### config.mk
export PLATFORM = sky130hd
export DESIGN_NAME = cartridge_bank_mapper
export DESIGN_NICKNAME = d
export VERILOG_FILES = /design/src/rtl/cbm_pkg.sv /design/src/rtl/cbm_mapper.sv /design/src/rtl/cartridge_bank_mapper.sv
export SDC_FILE = /design/constraint.sdc
export NUM_CORES = 1
export LEC_CHECK = 0
export ABC_AREA = 1
export BUFFER_PORTS_ARGS = -buffer_cell sky130_fd_sc_hd__buf_4
export CAP_MARGIN = 20
export CORE_UTILIZATION = 60
export DETAILED_ROUTE_END_ITERATION = 8
export PLACE_DENSITY_LB_ADDON = 0.15
export SYNTH_ARGS = -nofsm -noshare
export SYNTH_HDL_FRONTEND = slang
export SYNTH_SLANG_ARGS = --single-unit
### constraint.sdc
create_clock -name aclk -period 8.1 [get_ports aclk]
set_input_delay 0.81 -clock aclk [delete_from_list [all_inputs] [get_ports aclk]]
set_output_delay 0.81 -clock aclk [all_outputs]
set_load 0.01 [all_outputs]
### src/rtl/cbm_pkg.sv
// Shared types, codes and constants of the cartridge bank mapper.
package cbm_pkg;

    localparam int DEF_MAX_ROM_BANKS = 512;
    localparam int DEF_MAX_RAM_BANKS = 16;
    localparam int CLOCK_REG_COUNT   = 5;

    localparam int CFG_INDEX_W = 3;
    localparam int CFG_DATA_W  = 10;
    localparam int S_TDATA_W   = 24;
    localparam int M_TDATA_W   = 48;
    localparam int M_TUSER_W   = 3;

    typedef enum logic [2:0] {
        KIND_NONE = 3'd0,
        KIND_MBC1 = 3'd1,
        KIND_MBC2 = 3'd2,
        KIND_MBC3 = 3'd3,
        KIND_MBC5 = 3'd4
    } kind_t;

    typedef enum logic [2:0] {
        TGT_NONE  = 3'd0,
        TGT_ROM   = 3'd1,
        TGT_XRAM  = 3'd2,
        TGT_M2RAM = 3'd3,
        TGT_CLOCK = 3'd4
    } target_t;

    typedef enum logic [CFG_INDEX_W-1:0] {
        CFG_KIND       = 3'd0,
        CFG_ROM_COUNT  = 3'd1,
        CFG_RAM_COUNT  = 3'd2,
        CFG_RAM_SMALL  = 3'd3,
        CFG_HAS_XRAM   = 3'd4,
        CFG_HAS_CLOCK  = 3'd5
    } cfg_index_t;

    typedef struct packed {
        logic [2:0] controller_kind;
        logic [9:0] rom_bank_count;
        logic [4:0] ram_bank_count;
        logic       ram_is_small;
        logic       has_external_ram;
        logic       has_clock;
    } cfg_t;

    typedef struct packed {
        logic [2:0]  target;
        logic [22:0] mem_address;
        logic        mem_write;
        logic [7:0]  mem_wdata;
        logic [7:0]  direct_rdata;
        logic        force_high_nibble;
    } result_t;

    localparam logic [3:0] ENABLE_CODE = 4'hA;
    localparam logic [7:0] OPEN_BUS    = 8'hFF;
    localparam logic [7:0] CLOCK_SEL_LO = 8'h08;
    localparam logic [7:0] CLOCK_SEL_HI = 8'h0C;
    localparam logic [9:0] MBC1_BIG_ROM = 10'h020;

endpackage

### src/rtl/cbm_mapper.sv
// Bank state of the selected controller and the address translation of one request.
module cbm_mapper #(
    parameter int MAX_ROM_BANKS = cbm_pkg::DEF_MAX_ROM_BANKS,
    parameter int MAX_RAM_BANKS = cbm_pkg::DEF_MAX_RAM_BANKS
) (
    input  logic              aclk,
    input  logic              aresetn,
    input  cbm_pkg::cfg_t     cfg,
    input  logic              req_valid,
    input  logic              req_write,
    input  logic [15:0]       req_address,
    input  logic [7:0]        req_data,
    output cbm_pkg::result_t  result
);

    localparam int ROM_BANK_W = $clog2(MAX_ROM_BANKS);
    localparam int RAM_BANK_W = (MAX_RAM_BANKS > 1) ? $clog2(MAX_RAM_BANKS) : 1;
    localparam int CLK_SEL_W  = 3;
    localparam logic [ROM_BANK_W-1:0] ROM_LIMIT = ROM_BANK_W'(MAX_ROM_BANKS - 1);
    localparam logic [RAM_BANK_W-1:0] RAM_LIMIT = RAM_BANK_W'(MAX_RAM_BANKS - 1);

    logic [ROM_BANK_W-1:0] rom_bank_reg, rom_bank_next;
    logic [RAM_BANK_W-1:0] ram_bank_reg, ram_bank_next;
    logic                  ram_enabled_reg, ram_enabled_next;
    logic                  banking_mode_reg, banking_mode_next;
    logic                  clock_mode_reg, clock_mode_next;
    logic [CLK_SEL_W-1:0]  clock_select_reg, clock_select_next;
    logic                  clock_enabled_reg, clock_enabled_next;
    logic [7:0]            clock_regs_reg [cbm_pkg::CLOCK_REG_COUNT];
    logic                  clock_wr;

    logic [9:0]            rom_cnt_m1;
    logic [4:0]            ram_cnt_m1;
    logic [ROM_BANK_W-1:0] rom_mask;
    logic [RAM_BANK_W-1:0] ram_mask;
    logic [8:0]            rom_bank_x;
    logic [8:0]            rb9;
    logic [8:0]            low_bank;
    logic [3:0]            ram_bank_x;
    logic [6:0]            v7;
    logic [4:0]            v5;
    logic                  en_xram;
    logic                  en_clock;
    logic                  window;
    logic                  ram_ok;
    logic                  in_ram_area;
    logic                  clock_hit;
    logic [12:0]           off;
    logic [7:0]            clock_idx;

    assign rom_cnt_m1 = cfg.rom_bank_count - 10'd1;
    assign ram_cnt_m1 = cfg.ram_bank_count - 5'd1;
    assign rom_mask = (cfg.rom_bank_count == 10'd0) ? '0
                    : (rom_cnt_m1[ROM_BANK_W-1:0] & ROM_LIMIT);
    assign ram_mask = (cfg.ram_bank_count == 5'd0) ? '0
                    : (ram_cnt_m1[RAM_BANK_W-1:0] & RAM_LIMIT);

    assign rom_bank_x = 9'(rom_bank_reg);
    assign ram_bank_x = 4'(ram_bank_reg);
    assign en_xram  = cfg.has_external_ram && (req_data[3:0] == cbm_pkg::ENABLE_CODE);
    assign en_clock = cfg.has_clock && (req_data[3:0] == cbm_pkg::ENABLE_CODE);
    assign v7 = (req_data[6:0] == 7'd0) ? 7'd1 : req_data[6:0];
    assign v5 = (req_data[4:0] == 5'd0) ? 5'd1 : req_data[4:0];

    // The small RAM only answers in the first 2 KiB of the window.
    assign window      = !cfg.ram_is_small || (req_address[12:11] == 2'b00);
    assign ram_ok      = ram_enabled_reg && window;
    assign in_ram_area = (req_address[15:13] == 3'b101);
    assign off         = req_address[12:0];
    assign clock_hit   = clock_mode_reg && clock_enabled_reg
                      && (32'(clock_select_reg) < cbm_pkg::CLOCK_REG_COUNT);
    assign clock_idx   = req_data - cbm_pkg::CLOCK_SEL_LO;
    assign low_bank    = rom_bank_x & 9'h060 & 9'(rom_mask);

    // Control writes into 0000-7FFF.
    always_comb begin
        rom_bank_next      = rom_bank_reg;
        ram_bank_next      = ram_bank_reg;
        ram_enabled_next   = ram_enabled_reg;
        banking_mode_next  = banking_mode_reg;
        clock_mode_next    = clock_mode_reg;
        clock_select_next  = clock_select_reg;
        clock_enabled_next = clock_enabled_reg;
        rb9                = rom_bank_x;
        if (req_valid && req_write && !req_address[15]) begin
            case (cbm_pkg::kind_t'(cfg.controller_kind))
                cbm_pkg::KIND_NONE: begin
                    if (req_address[14:13] == 2'b00) ram_enabled_next = en_xram;
                end
                cbm_pkg::KIND_MBC1: begin
                    case (req_address[14:13])
                        2'b00: ram_enabled_next = en_xram;
                        2'b01: begin
                            rb9 = {4'd0, v5} | (rom_bank_x & 9'h060);
                            rom_bank_next = rb9[ROM_BANK_W-1:0] & rom_mask;
                        end
                        2'b10: begin
                            rb9 = (rom_bank_x & 9'h01F) | {2'b00, req_data[1:0], 5'd0};
                            rom_bank_next = rb9[ROM_BANK_W-1:0] & rom_mask;
                            if (cfg.ram_bank_count > 5'd1) begin
                                ram_bank_next = RAM_BANK_W'({2'b00, req_data[1:0]})
                                              & ram_mask;
                            end
                        end
                        default: banking_mode_next = req_data[0];
                    endcase
                end
                cbm_pkg::KIND_MBC2: begin
                    if (!req_address[14]) begin
                        if (!req_address[8]) begin
                            ram_enabled_next = en_xram;
                        end else if (req_data[3:0] != 4'd0) begin
                            rb9 = {5'd0, req_data[3:0]};
                            rom_bank_next = rb9[ROM_BANK_W-1:0] & rom_mask;
                        end else begin
                            rom_bank_next = ROM_BANK_W'(1);
                        end
                    end
                end
                cbm_pkg::KIND_MBC3: begin
                    case (req_address[14:13])
                        2'b00: begin
                            ram_enabled_next   = en_xram;
                            clock_enabled_next = en_clock;
                        end
                        2'b01: begin
                            rb9 = {2'b00, v7};
                            rom_bank_next = rb9[ROM_BANK_W-1:0] & rom_mask;
                        end
                        2'b10: begin
                            if (req_data >= cbm_pkg::CLOCK_SEL_LO
                                && req_data <= cbm_pkg::CLOCK_SEL_HI) begin
                                clock_select_next = clock_idx[CLK_SEL_W-1:0];
                                clock_mode_next   = 1'b1;
                            end else begin
                                ram_bank_next = RAM_BANK_W'({2'b00, req_data[1:0]})
                                              & ram_mask;
                                clock_mode_next = 1'b0;
                            end
                        end
                        default: ;
                    endcase
                end
                cbm_pkg::KIND_MBC5: begin
                    case (req_address[14:12])
                        3'b000, 3'b001: ram_enabled_next = en_xram;
                        3'b010: begin
                            rb9 = (rom_bank_x & 9'h100) | {1'b0, req_data};
                            rom_bank_next = rb9[ROM_BANK_W-1:0] & rom_mask;
                        end
                        3'b011: begin
                            rb9 = {req_data[0], rom_bank_x[7:0]};
                            rom_bank_next = rb9[ROM_BANK_W-1:0] & rom_mask;
                        end
                        3'b100, 3'b101: begin
                            ram_bank_next = RAM_BANK_W'(req_data[3:0]) & ram_mask;
                        end
                        default: ;
                    endcase
                end
                default: ;
            endcase
        end
    end

    // Translation of the request into a target and an address.
    always_comb begin
        result             = '0;
        result.target      = cbm_pkg::TGT_NONE;
        clock_wr           = 1'b0;
        if (!req_address[15]) begin
            if (!req_write) begin
                result.target = cbm_pkg::TGT_ROM;
                if (!req_address[14]) begin
                    if ((cbm_pkg::kind_t'(cfg.controller_kind) == cbm_pkg::KIND_MBC1)
                        && banking_mode_reg
                        && (cfg.rom_bank_count > cbm_pkg::MBC1_BIG_ROM)) begin
                        result.mem_address = {low_bank, req_address[13:0]};
                    end else begin
                        result.mem_address = {9'd0, req_address[13:0]};
                    end
                end else begin
                    result.mem_address = {rom_bank_x, req_address[13:0]};
                end
            end
        end else if (in_ram_area) begin
            case (cbm_pkg::kind_t'(cfg.controller_kind))
                cbm_pkg::KIND_NONE: begin
                    if (ram_ok) begin
                        result.target      = cbm_pkg::TGT_XRAM;
                        result.mem_address = 23'(off);
                    end
                end
                cbm_pkg::KIND_MBC1: begin
                    if (ram_ok) begin
                        result.target      = cbm_pkg::TGT_XRAM;
                        result.mem_address = banking_mode_reg ? 23'({ram_bank_x, off})
                                                              : 23'(off);
                    end
                end
                cbm_pkg::KIND_MBC2: begin
                    if (ram_ok) begin
                        result.target            = cbm_pkg::TGT_M2RAM;
                        result.mem_address       = 23'(off[8:0]);
                        result.force_high_nibble = !req_write;
                    end
                end
                cbm_pkg::KIND_MBC3: begin
                    if (!clock_mode_reg) begin
                        if (ram_ok) begin
                            result.target      = cbm_pkg::TGT_XRAM;
                            result.mem_address = 23'({ram_bank_x, off});
                        end
                    end else if (clock_hit) begin
                        result.target      = cbm_pkg::TGT_CLOCK;
                        result.mem_address = 23'(clock_select_reg);
                        clock_wr           = req_write;
                        if (!req_write) begin
                            result.direct_rdata = clock_regs_reg[clock_select_reg];
                        end
                    end
                end
                cbm_pkg::KIND_MBC5: begin
                    if (ram_ok) begin
                        result.target      = cbm_pkg::TGT_XRAM;
                        result.mem_address = 23'({ram_bank_x, off});
                    end
                end
                default: ;
            endcase
            if ((result.target != cbm_pkg::TGT_NONE) && req_write) begin
                result.mem_write = 1'b1;
                result.mem_wdata = req_data;
            end
        end
        if ((result.target == cbm_pkg::TGT_NONE) && !req_write) begin
            result.direct_rdata = cbm_pkg::OPEN_BUS;
        end
    end

    always_ff @(posedge aclk) begin
        if (!aresetn) begin
            rom_bank_reg      <= ROM_BANK_W'(1);
            ram_bank_reg      <= '0;
            ram_enabled_reg   <= 1'b0;
            banking_mode_reg  <= 1'b0;
            clock_mode_reg    <= 1'b0;
            clock_select_reg  <= '0;
            clock_enabled_reg <= 1'b0;
            for (int i = 0; i < cbm_pkg::CLOCK_REG_COUNT; i++) begin
                clock_regs_reg[i] <= 8'd0;
            end
        end else begin
            rom_bank_reg      <= rom_bank_next;
            ram_bank_reg      <= ram_bank_next;
            ram_enabled_reg   <= ram_enabled_next;
            banking_mode_reg  <= banking_mode_next;
            clock_mode_reg    <= clock_mode_next;
            clock_select_reg  <= clock_select_next;
            clock_enabled_reg <= clock_enabled_next;
            if (req_valid && clock_wr) begin
                clock_regs_reg[clock_select_reg] <= req_data;
            end
        end
    end

endmodule

### src/rtl/cartridge_bank_mapper.sv
// Cartridge bank mapper top level: configuration registers, mapper and output buffer.
//
// The mapper takes one bus request per cycle while s_tready is high and
// registers its result for the master side. Each request is decoded in a
// single pass against the current bank state, so a request sees every control
// write accepted before it. The result side has an output register backed by
// a one-entry skid register: s_tready stays high while the skid register is
// empty, so a stalled result does not stop the next request from entering.
// Configuration is written through the cfg port, which is always ready, and
// must only be written while no request is in flight.
module cartridge_bank_mapper #(
    parameter int MAX_ROM_BANKS = cbm_pkg::DEF_MAX_ROM_BANKS,
    parameter int MAX_RAM_BANKS = cbm_pkg::DEF_MAX_RAM_BANKS
) (
    input  logic                              aclk,
    input  logic                              aresetn,
    input  logic                              s_tvalid,
    output logic                              s_tready,
    input  logic [cbm_pkg::S_TDATA_W-1:0]     s_tdata,  // bus_address, bus_data
    input  logic                              s_tuser,  // action
    output logic                              m_tvalid,
    input  logic                              m_tready,
    // mem_address, mem_write, mem_wdata, direct_rdata, force_high_nibble, zero fill
    output logic [cbm_pkg::M_TDATA_W-1:0]     m_tdata,
    output logic [cbm_pkg::M_TUSER_W-1:0]     m_tuser,  // target
    input  logic                              cfg_valid,
    output logic                              cfg_ready,
    input  logic [cbm_pkg::CFG_INDEX_W-1:0]   cfg_index,
    input  logic [cbm_pkg::CFG_DATA_W-1:0]    cfg_data
);

    cbm_pkg::cfg_t    cfg_reg;
    cbm_pkg::result_t result;
    cbm_pkg::result_t out_reg;
    cbm_pkg::result_t skid_reg;
    logic             out_valid_reg;
    logic             skid_valid_reg;
    logic             s_accept;

    assign cfg_ready = 1'b1;
    assign s_tready  = !skid_valid_reg;
    assign s_accept  = s_tvalid && s_tready;

    always_ff @(posedge aclk) begin
        if (!aresetn) begin
            cfg_reg.controller_kind  <= cbm_pkg::KIND_NONE;
            cfg_reg.rom_bank_count   <= 10'd2;
            cfg_reg.ram_bank_count   <= 5'd0;
            cfg_reg.ram_is_small     <= 1'b0;
            cfg_reg.has_external_ram <= 1'b0;
            cfg_reg.has_clock        <= 1'b0;
        end else if (cfg_valid) begin
            case (cbm_pkg::cfg_index_t'(cfg_index))
                cbm_pkg::CFG_KIND:      cfg_reg.controller_kind  <= cfg_data[2:0];
                cbm_pkg::CFG_ROM_COUNT: cfg_reg.rom_bank_count   <= cfg_data[9:0];
                cbm_pkg::CFG_RAM_COUNT: cfg_reg.ram_bank_count   <= cfg_data[4:0];
                cbm_pkg::CFG_RAM_SMALL: cfg_reg.ram_is_small     <= cfg_data[0];
                cbm_pkg::CFG_HAS_XRAM:  cfg_reg.has_external_ram <= cfg_data[0];
                cbm_pkg::CFG_HAS_CLOCK: cfg_reg.has_clock        <= cfg_data[0];
                default: ;
            endcase
        end
    end

    cbm_mapper #(
        .MAX_ROM_BANKS (MAX_ROM_BANKS),
        .MAX_RAM_BANKS (MAX_RAM_BANKS)
    ) u_mapper (
        .aclk        (aclk),
        .aresetn     (aresetn),
        .cfg         (cfg_reg),
        .req_valid   (s_accept),
        .req_write   (s_tuser),
        .req_address (s_tdata[15:0]),
        .req_data    (s_tdata[23:16]),
        .result      (result)
    );

    // The skid register only fills while the output register is held.
    always_ff @(posedge aclk) begin
        if (!aresetn) begin
            out_valid_reg  <= 1'b0;
            skid_valid_reg <= 1'b0;
        end else if (!out_valid_reg || m_tready) begin
            if (skid_valid_reg) begin
                out_valid_reg  <= 1'b1;
                skid_valid_reg <= 1'b0;
            end else begin
                out_valid_reg  <= s_accept;
            end
        end else if (s_accept) begin
            skid_valid_reg <= 1'b1;
        end
    end

    always_ff @(posedge aclk) begin
        if (!out_valid_reg || m_tready) begin
            if (skid_valid_reg) begin
                out_reg <= skid_reg;
            end else if (s_accept) begin
                out_reg <= result;
            end
        end else if (s_accept) begin
            skid_reg <= result;
        end
    end

    assign m_tvalid = out_valid_reg;
    assign m_tuser  = out_reg.target;
    assign m_tdata  = {7'd0, out_reg.force_high_nibble, out_reg.direct_rdata,
                       out_reg.mem_wdata, out_reg.mem_write, out_reg.mem_address};

endmodule

* After elaboration in Yosys (flattened, before gate mapping)
Memory sizes are Yosys's and may differ from the RTL's. A register that Yosys moved wholly into a read port is not among the register bits.
Cells that the tools add are included.
** Word-level totals
- Memory bits (writable) :: 40
- Register bits after elaboration :: 131
- Input port bits :: 43
- Memories :: 1
- Logic and storage cells :: 204
- Output and inout port bits :: 54
** Operators by class
- $add $sub $neg :: 3
- Equality and inequality tests :: 31
- Muxes and demuxes :: 64
- Reductions and logical operators :: 58
- $lt $le $gt $ge :: 5
- Bitwise gates (word level) :: 15
** Memory list
- u_mapper.clock_regs_reg :: words 5, width 8, rd ports 1, clocked after Yosys merged registers in 1, wr ports 5, line cbm_mapper.sv:29 : logic [7:0] clock_regs_reg [cbm_pkg::CLOCK_REG_COUNT];
** Operators by type and width (count)
- $mux W44 :: 3
- $mux W26 :: 5
- $pmux W26 S5 :: 1
- $mux W25 :: 4
- $mux W9 :: 6
- $mux W8 :: 6
- $mux W23 :: 2
- $and A9 B9 Y9 :: 4
- $pmux W9 S2 :: 2
- $pmux W9 S4 :: 1
- $mux W24 :: 1
- $mux W4 :: 6
- $and A7 B9 Y9 :: 2
- $eq A3 B2 Y1 const B :: 6
- $eq A3 B3 Y1 const B :: 6
- $mux W1 :: 18
- $mux W18 :: 1
- $ne A2 B2 Y1 const B :: 9
- $mux W17 :: 1
- $reduce_and A2 Y1 :: 8
- $logic_and A1 B1 Y1 :: 14
- $or A5 B7 Y7 :: 2
- $reduce_and A7 Y1 :: 2
- $logic_not A3 Y1 :: 4
- other kinds (39) :: 62

* Logic depth before layout (Yosys ltp)
- Word-level depth :: 18
- Gate-level depth with buffers :: 12
- Gate-level depth less buffers :: 11

* Hierarchy
Synthesis repeated with hierarchy kept, for this count alone.
** Unflattened totals
- Cells, all modules :: 1035
- Area total of the unflattened synthesis :: 9311.4 µm²
** By module, submodules not included
- cbm_mapper :: area an instance 5058.6 µm², instances 1, sequential area each 2382.3 µm², cells each 644
- cartridge_bank_mapper :: area an instance 4252.8 µm², instances 1, sequential area each 3103.0 µm², cells each 391

* Worst setup path after synthesis
No wires, ideal clock.
- Path type :: input port to flip-flop
- From :: input m_tready
- To :: register skid_reg[0] (netlist name), enable pin
- Arrival :: 2.858 ns
- Buffers on the path :: 0
- Cell stages on the path :: 3
- Library setup time :: 0.446 ns
- Setup slack :: 4.797 ns
- Data required time :: 7.654 ns
- Cells stage by stage :: nor2_1 > inv_1 > nor2_1
** On the way
- Cells in the longest elaborated chain, start to end :: 3
** Ends and longest elaborated chain
- start, declared :: line cartridge_bank_mapper.sv:22 : input logic m_tready,
- $logic_or A1 B1 Y1 :: line cartridge_bank_mapper.sv:97 : if (!out_valid_reg || m_tready) begin
- $not A1 Y1 (no source line)
- $reduce_and A2 Y1 (no source line)
- end signal, assigned :: line cartridge_bank_mapper.sv:104 : skid_reg <= result;
- end, declared :: line cartridge_bank_mapper.sv:35 : cbm_pkg::result_t skid_reg;
No other way between the ends.
A chain may end at the register's enable or synchronous reset.

==> metrics <==
status=complete, but fails checks; failing checks=DRC; synthesized cell area=0.009143 mm2; Largest register FFs=64; delay-heaviest family, CP=simple AND/OR/NAND/NOR gates; share of cells above drive strength 1=14.14%; Pins Over Slew Limit=0; fin crit share=30.86%; DR top layer=met4; Worst setup SP type=flip-flop; met1 wire length=8873 um; Buf+Inv Stages, Crit Path=1; yosys warns=0; Arr. time, crit path=2.60 ns; Pwr Density=199.4 mW/mm2; slowest stage cell, crit path=inv_2; clock latency on the worst-skew pair=0.44 ns; cts hold-fix bufs=0; Yosys reg bits=198; die area=0.01574 mm2; Post-Route Skew=0.009535 ns; Worst path max stage delay=0.61 ns; synth cell count leaders=nand2_1, nor2_1, edfxtp_1, o21ai_0, inv_1; DRC=6; min-delay src=cfg_reg[7]; first-pass GRT wire length=33770 um; Area contributors post-synth=edfxtp_1, nand2_1, dfxtp_1, nor2_1, o21ai_0; Worst Setup End Kind=flip-flop; largest net degree at the start of global routing=51; top-count cell post-synth=nand2_1; pre-CTS setup slack=5.563 ns; Yosys top cell area share=49.92%; Hold Path Depth=2; critical path peak fanout=50; drt total wl=21000 um; Max Cap Viol=0; DRT iter0 DRCs=726; num rows=44; biggest area consumer among synthesized cells=edfxtp_1; ys flop type=edfxtp_1; CTS resizes=0; Syn Area/Cell=8.859 um2; DRT antenna net count=0; TritonCTS Buffers=17; FFs w/ async S/R, synth=0%; CORE AREA=0.01470 mm2; final worst slack=5.601 ns; nets=1180; Synth Instances=1032; dpl cell area=0.01002 mm2; R2R depth=7; GRT Util Overall=28.12%; Final Hold Viols=0; Hold Crit Class=reg2reg; Diodes inserted=0; Worst slew margin=35.66%; Peak VDD IR=0.1353 mV; Overflow after GRT=0; r2r setup slk=5.60 ns; Worst-Margin Slew=0.9637 ns; port bufs=88; DR vias=7267; Num Clock Sinks=198; RSZ-0062 raised after global routing=no; Seq/Total Area, Yosys=60.00%; TNS Setup=0 ns; FF-to-FF End=u_mapper.clock_regs_reg[0][6]; die height=125.4 um; Hold Path End=cfg_reg[7]; clock buffer depth=2; Met2 Routed Length=10020 um; H-Tree Depth=4; vias in the first global route=6827; Post-synth EDFFs=152; clock root buffer=clkbuf_16; P&R area growth vs syn=15.60%; CTS tree=yes; Post-DP HPWL=14820 um; initial antenna violation count=0; gpl congestion=0.9486; Clock Pin Slew Worst Setup and Hold Paths=0.07 ns; Starting Density=62.20%; Fin Hold WS=0.4678 ns; Initial DRT Pass Iterations=7; Static Leak=4.516 nW; CP required=8.20 ns; final setup violation count=0; Post CTS Setup Buffer Count=0; I/O pin count=97; Yosys cell types=37; Setup Crit Path Kind=reg2reg; most frequent cell on the critical path=nand2_2; worst reg2reg path startpoint=skid_valid_reg; crit path cell chain=inv_2 -> nand2_2 -> nor2_1 -> nand3_2 -> nor2_4 -> nand2_2 -> nand2_1; design area=0.01057 mm2; fin crit period=2.499 ns; WL/cell=15.79 um; chip width=125.4 um; met3 wire len=1296 um; Peak Freq=400.1 MHz; Via density=5.464
## metal layers
layer | up-vias | global-route usage, %
li1 | 3577 | -
met3 | 54 | 6.076
met2 | 285 | 45.69
met4 | 0 | 13.99
met5 | - | 0
met1 | 3351 | 35.85
## kinds of logic after synthesis
logic type / count (synthesis) / share of synthesized area (%)
AND/OR/NAND/NOR: 524 / 23.76
flip-flops: 198 / 60.00
AO/OA/AOI/OAI: 163 / 9.293
buffers and inverters: 139 / 6.172
XOR/XNOR: 3 / 0.2874
adder cells (fa/ha/maj): 3 / 0.4106
other: 2 / 0.08214
## worst max path at each step
| stage | depth (start not counted) | from | to |
|---|---|---|---|
| CTS | 7 | skid_valid_reg | u_mapper.clock_regs_reg[0][6] |
| detailed placement | 10 | s_tdata[14] | u_mapper.clock_regs_reg[0][5] |
| global placement | 10 | s_tdata[14] | u_mapper.clock_regs_reg[0][5] |
| finish | 7 | skid_valid_reg | u_mapper.clock_regs_reg[0][6] |
| global route | 9 | skid_valid_reg | u_mapper.rom_bank_reg[7] |
| floorplan | 3 | m_tready | skid_reg[0] |
## final cells by class
| type | count | area (um2) |
|---|---|---|
| tap | 184 | 230.2 |
| clock inverter | 12 | 92.59 |
| sequential | 198 | 5485 |
| clock buffer | 19 | 452.9 |
| timing repair buffer | 92 | 710.7 |
| inverter | 100 | 376.6 |
| multi-input combinational | 725 | 3221 |
| fill | 1142 | 4130 |
## worst register-to-register path: stages (launching register included)
cell and delay, ns:
dfxtp_1 0.32, inv_2 0.61, nand2_2 0.21, nor2_1 0.24
nand3_2 0.17, nor2_4 0.17, nand2_2 0.14, nand2_1 0.30
## report_power, final
group          internal (mW)  switching (mW)
Combinational         0.0586           0.108
Clock                  0.413           0.379
Sequential              1.14          0.0144
## through the flow
step | std cells | util, % | power [mW]
floorplan | 1062 | - | 1.262
global placement | 1298 | 68.00 | 1.331
detailed placement | 1299 | 68.19 | 1.337
CTS | 1330 | 71.90 | 2.112
global route | 1330 | 71.90 | 2.175
finish | 1330 | 71.90 | 2.108
## cell usage in the layout, fill, tap and decap left out, drive strengths merged, types with 2 or more instances in the layout
master | netlist | routed
edfxtp | 152 | 152
conb | 2 | 32
nor2 | 191 | 191
o21ai | 103 | 103
clkinvlp | 0 | 3
nand4 | 11 | 11
clkinv | 5 | 8
inv | 95 | 101
dfxtp | 46 | 46
xor2 | 2 | 2
o211ai | 2 | 2
nor3 | 12 | 12
or2 | 3 | 3
nor4 | 2 | 2
ha | 3 | 3
a211oi | 2 | 2
a21oi | 45 | 45
a31oi | 9 | 9
clkbuf | 24 | 19
buf | 15 | 92
nand2 | 264 | 264
nand3 | 41 | 41
Power figures use the tool's default switching activity.
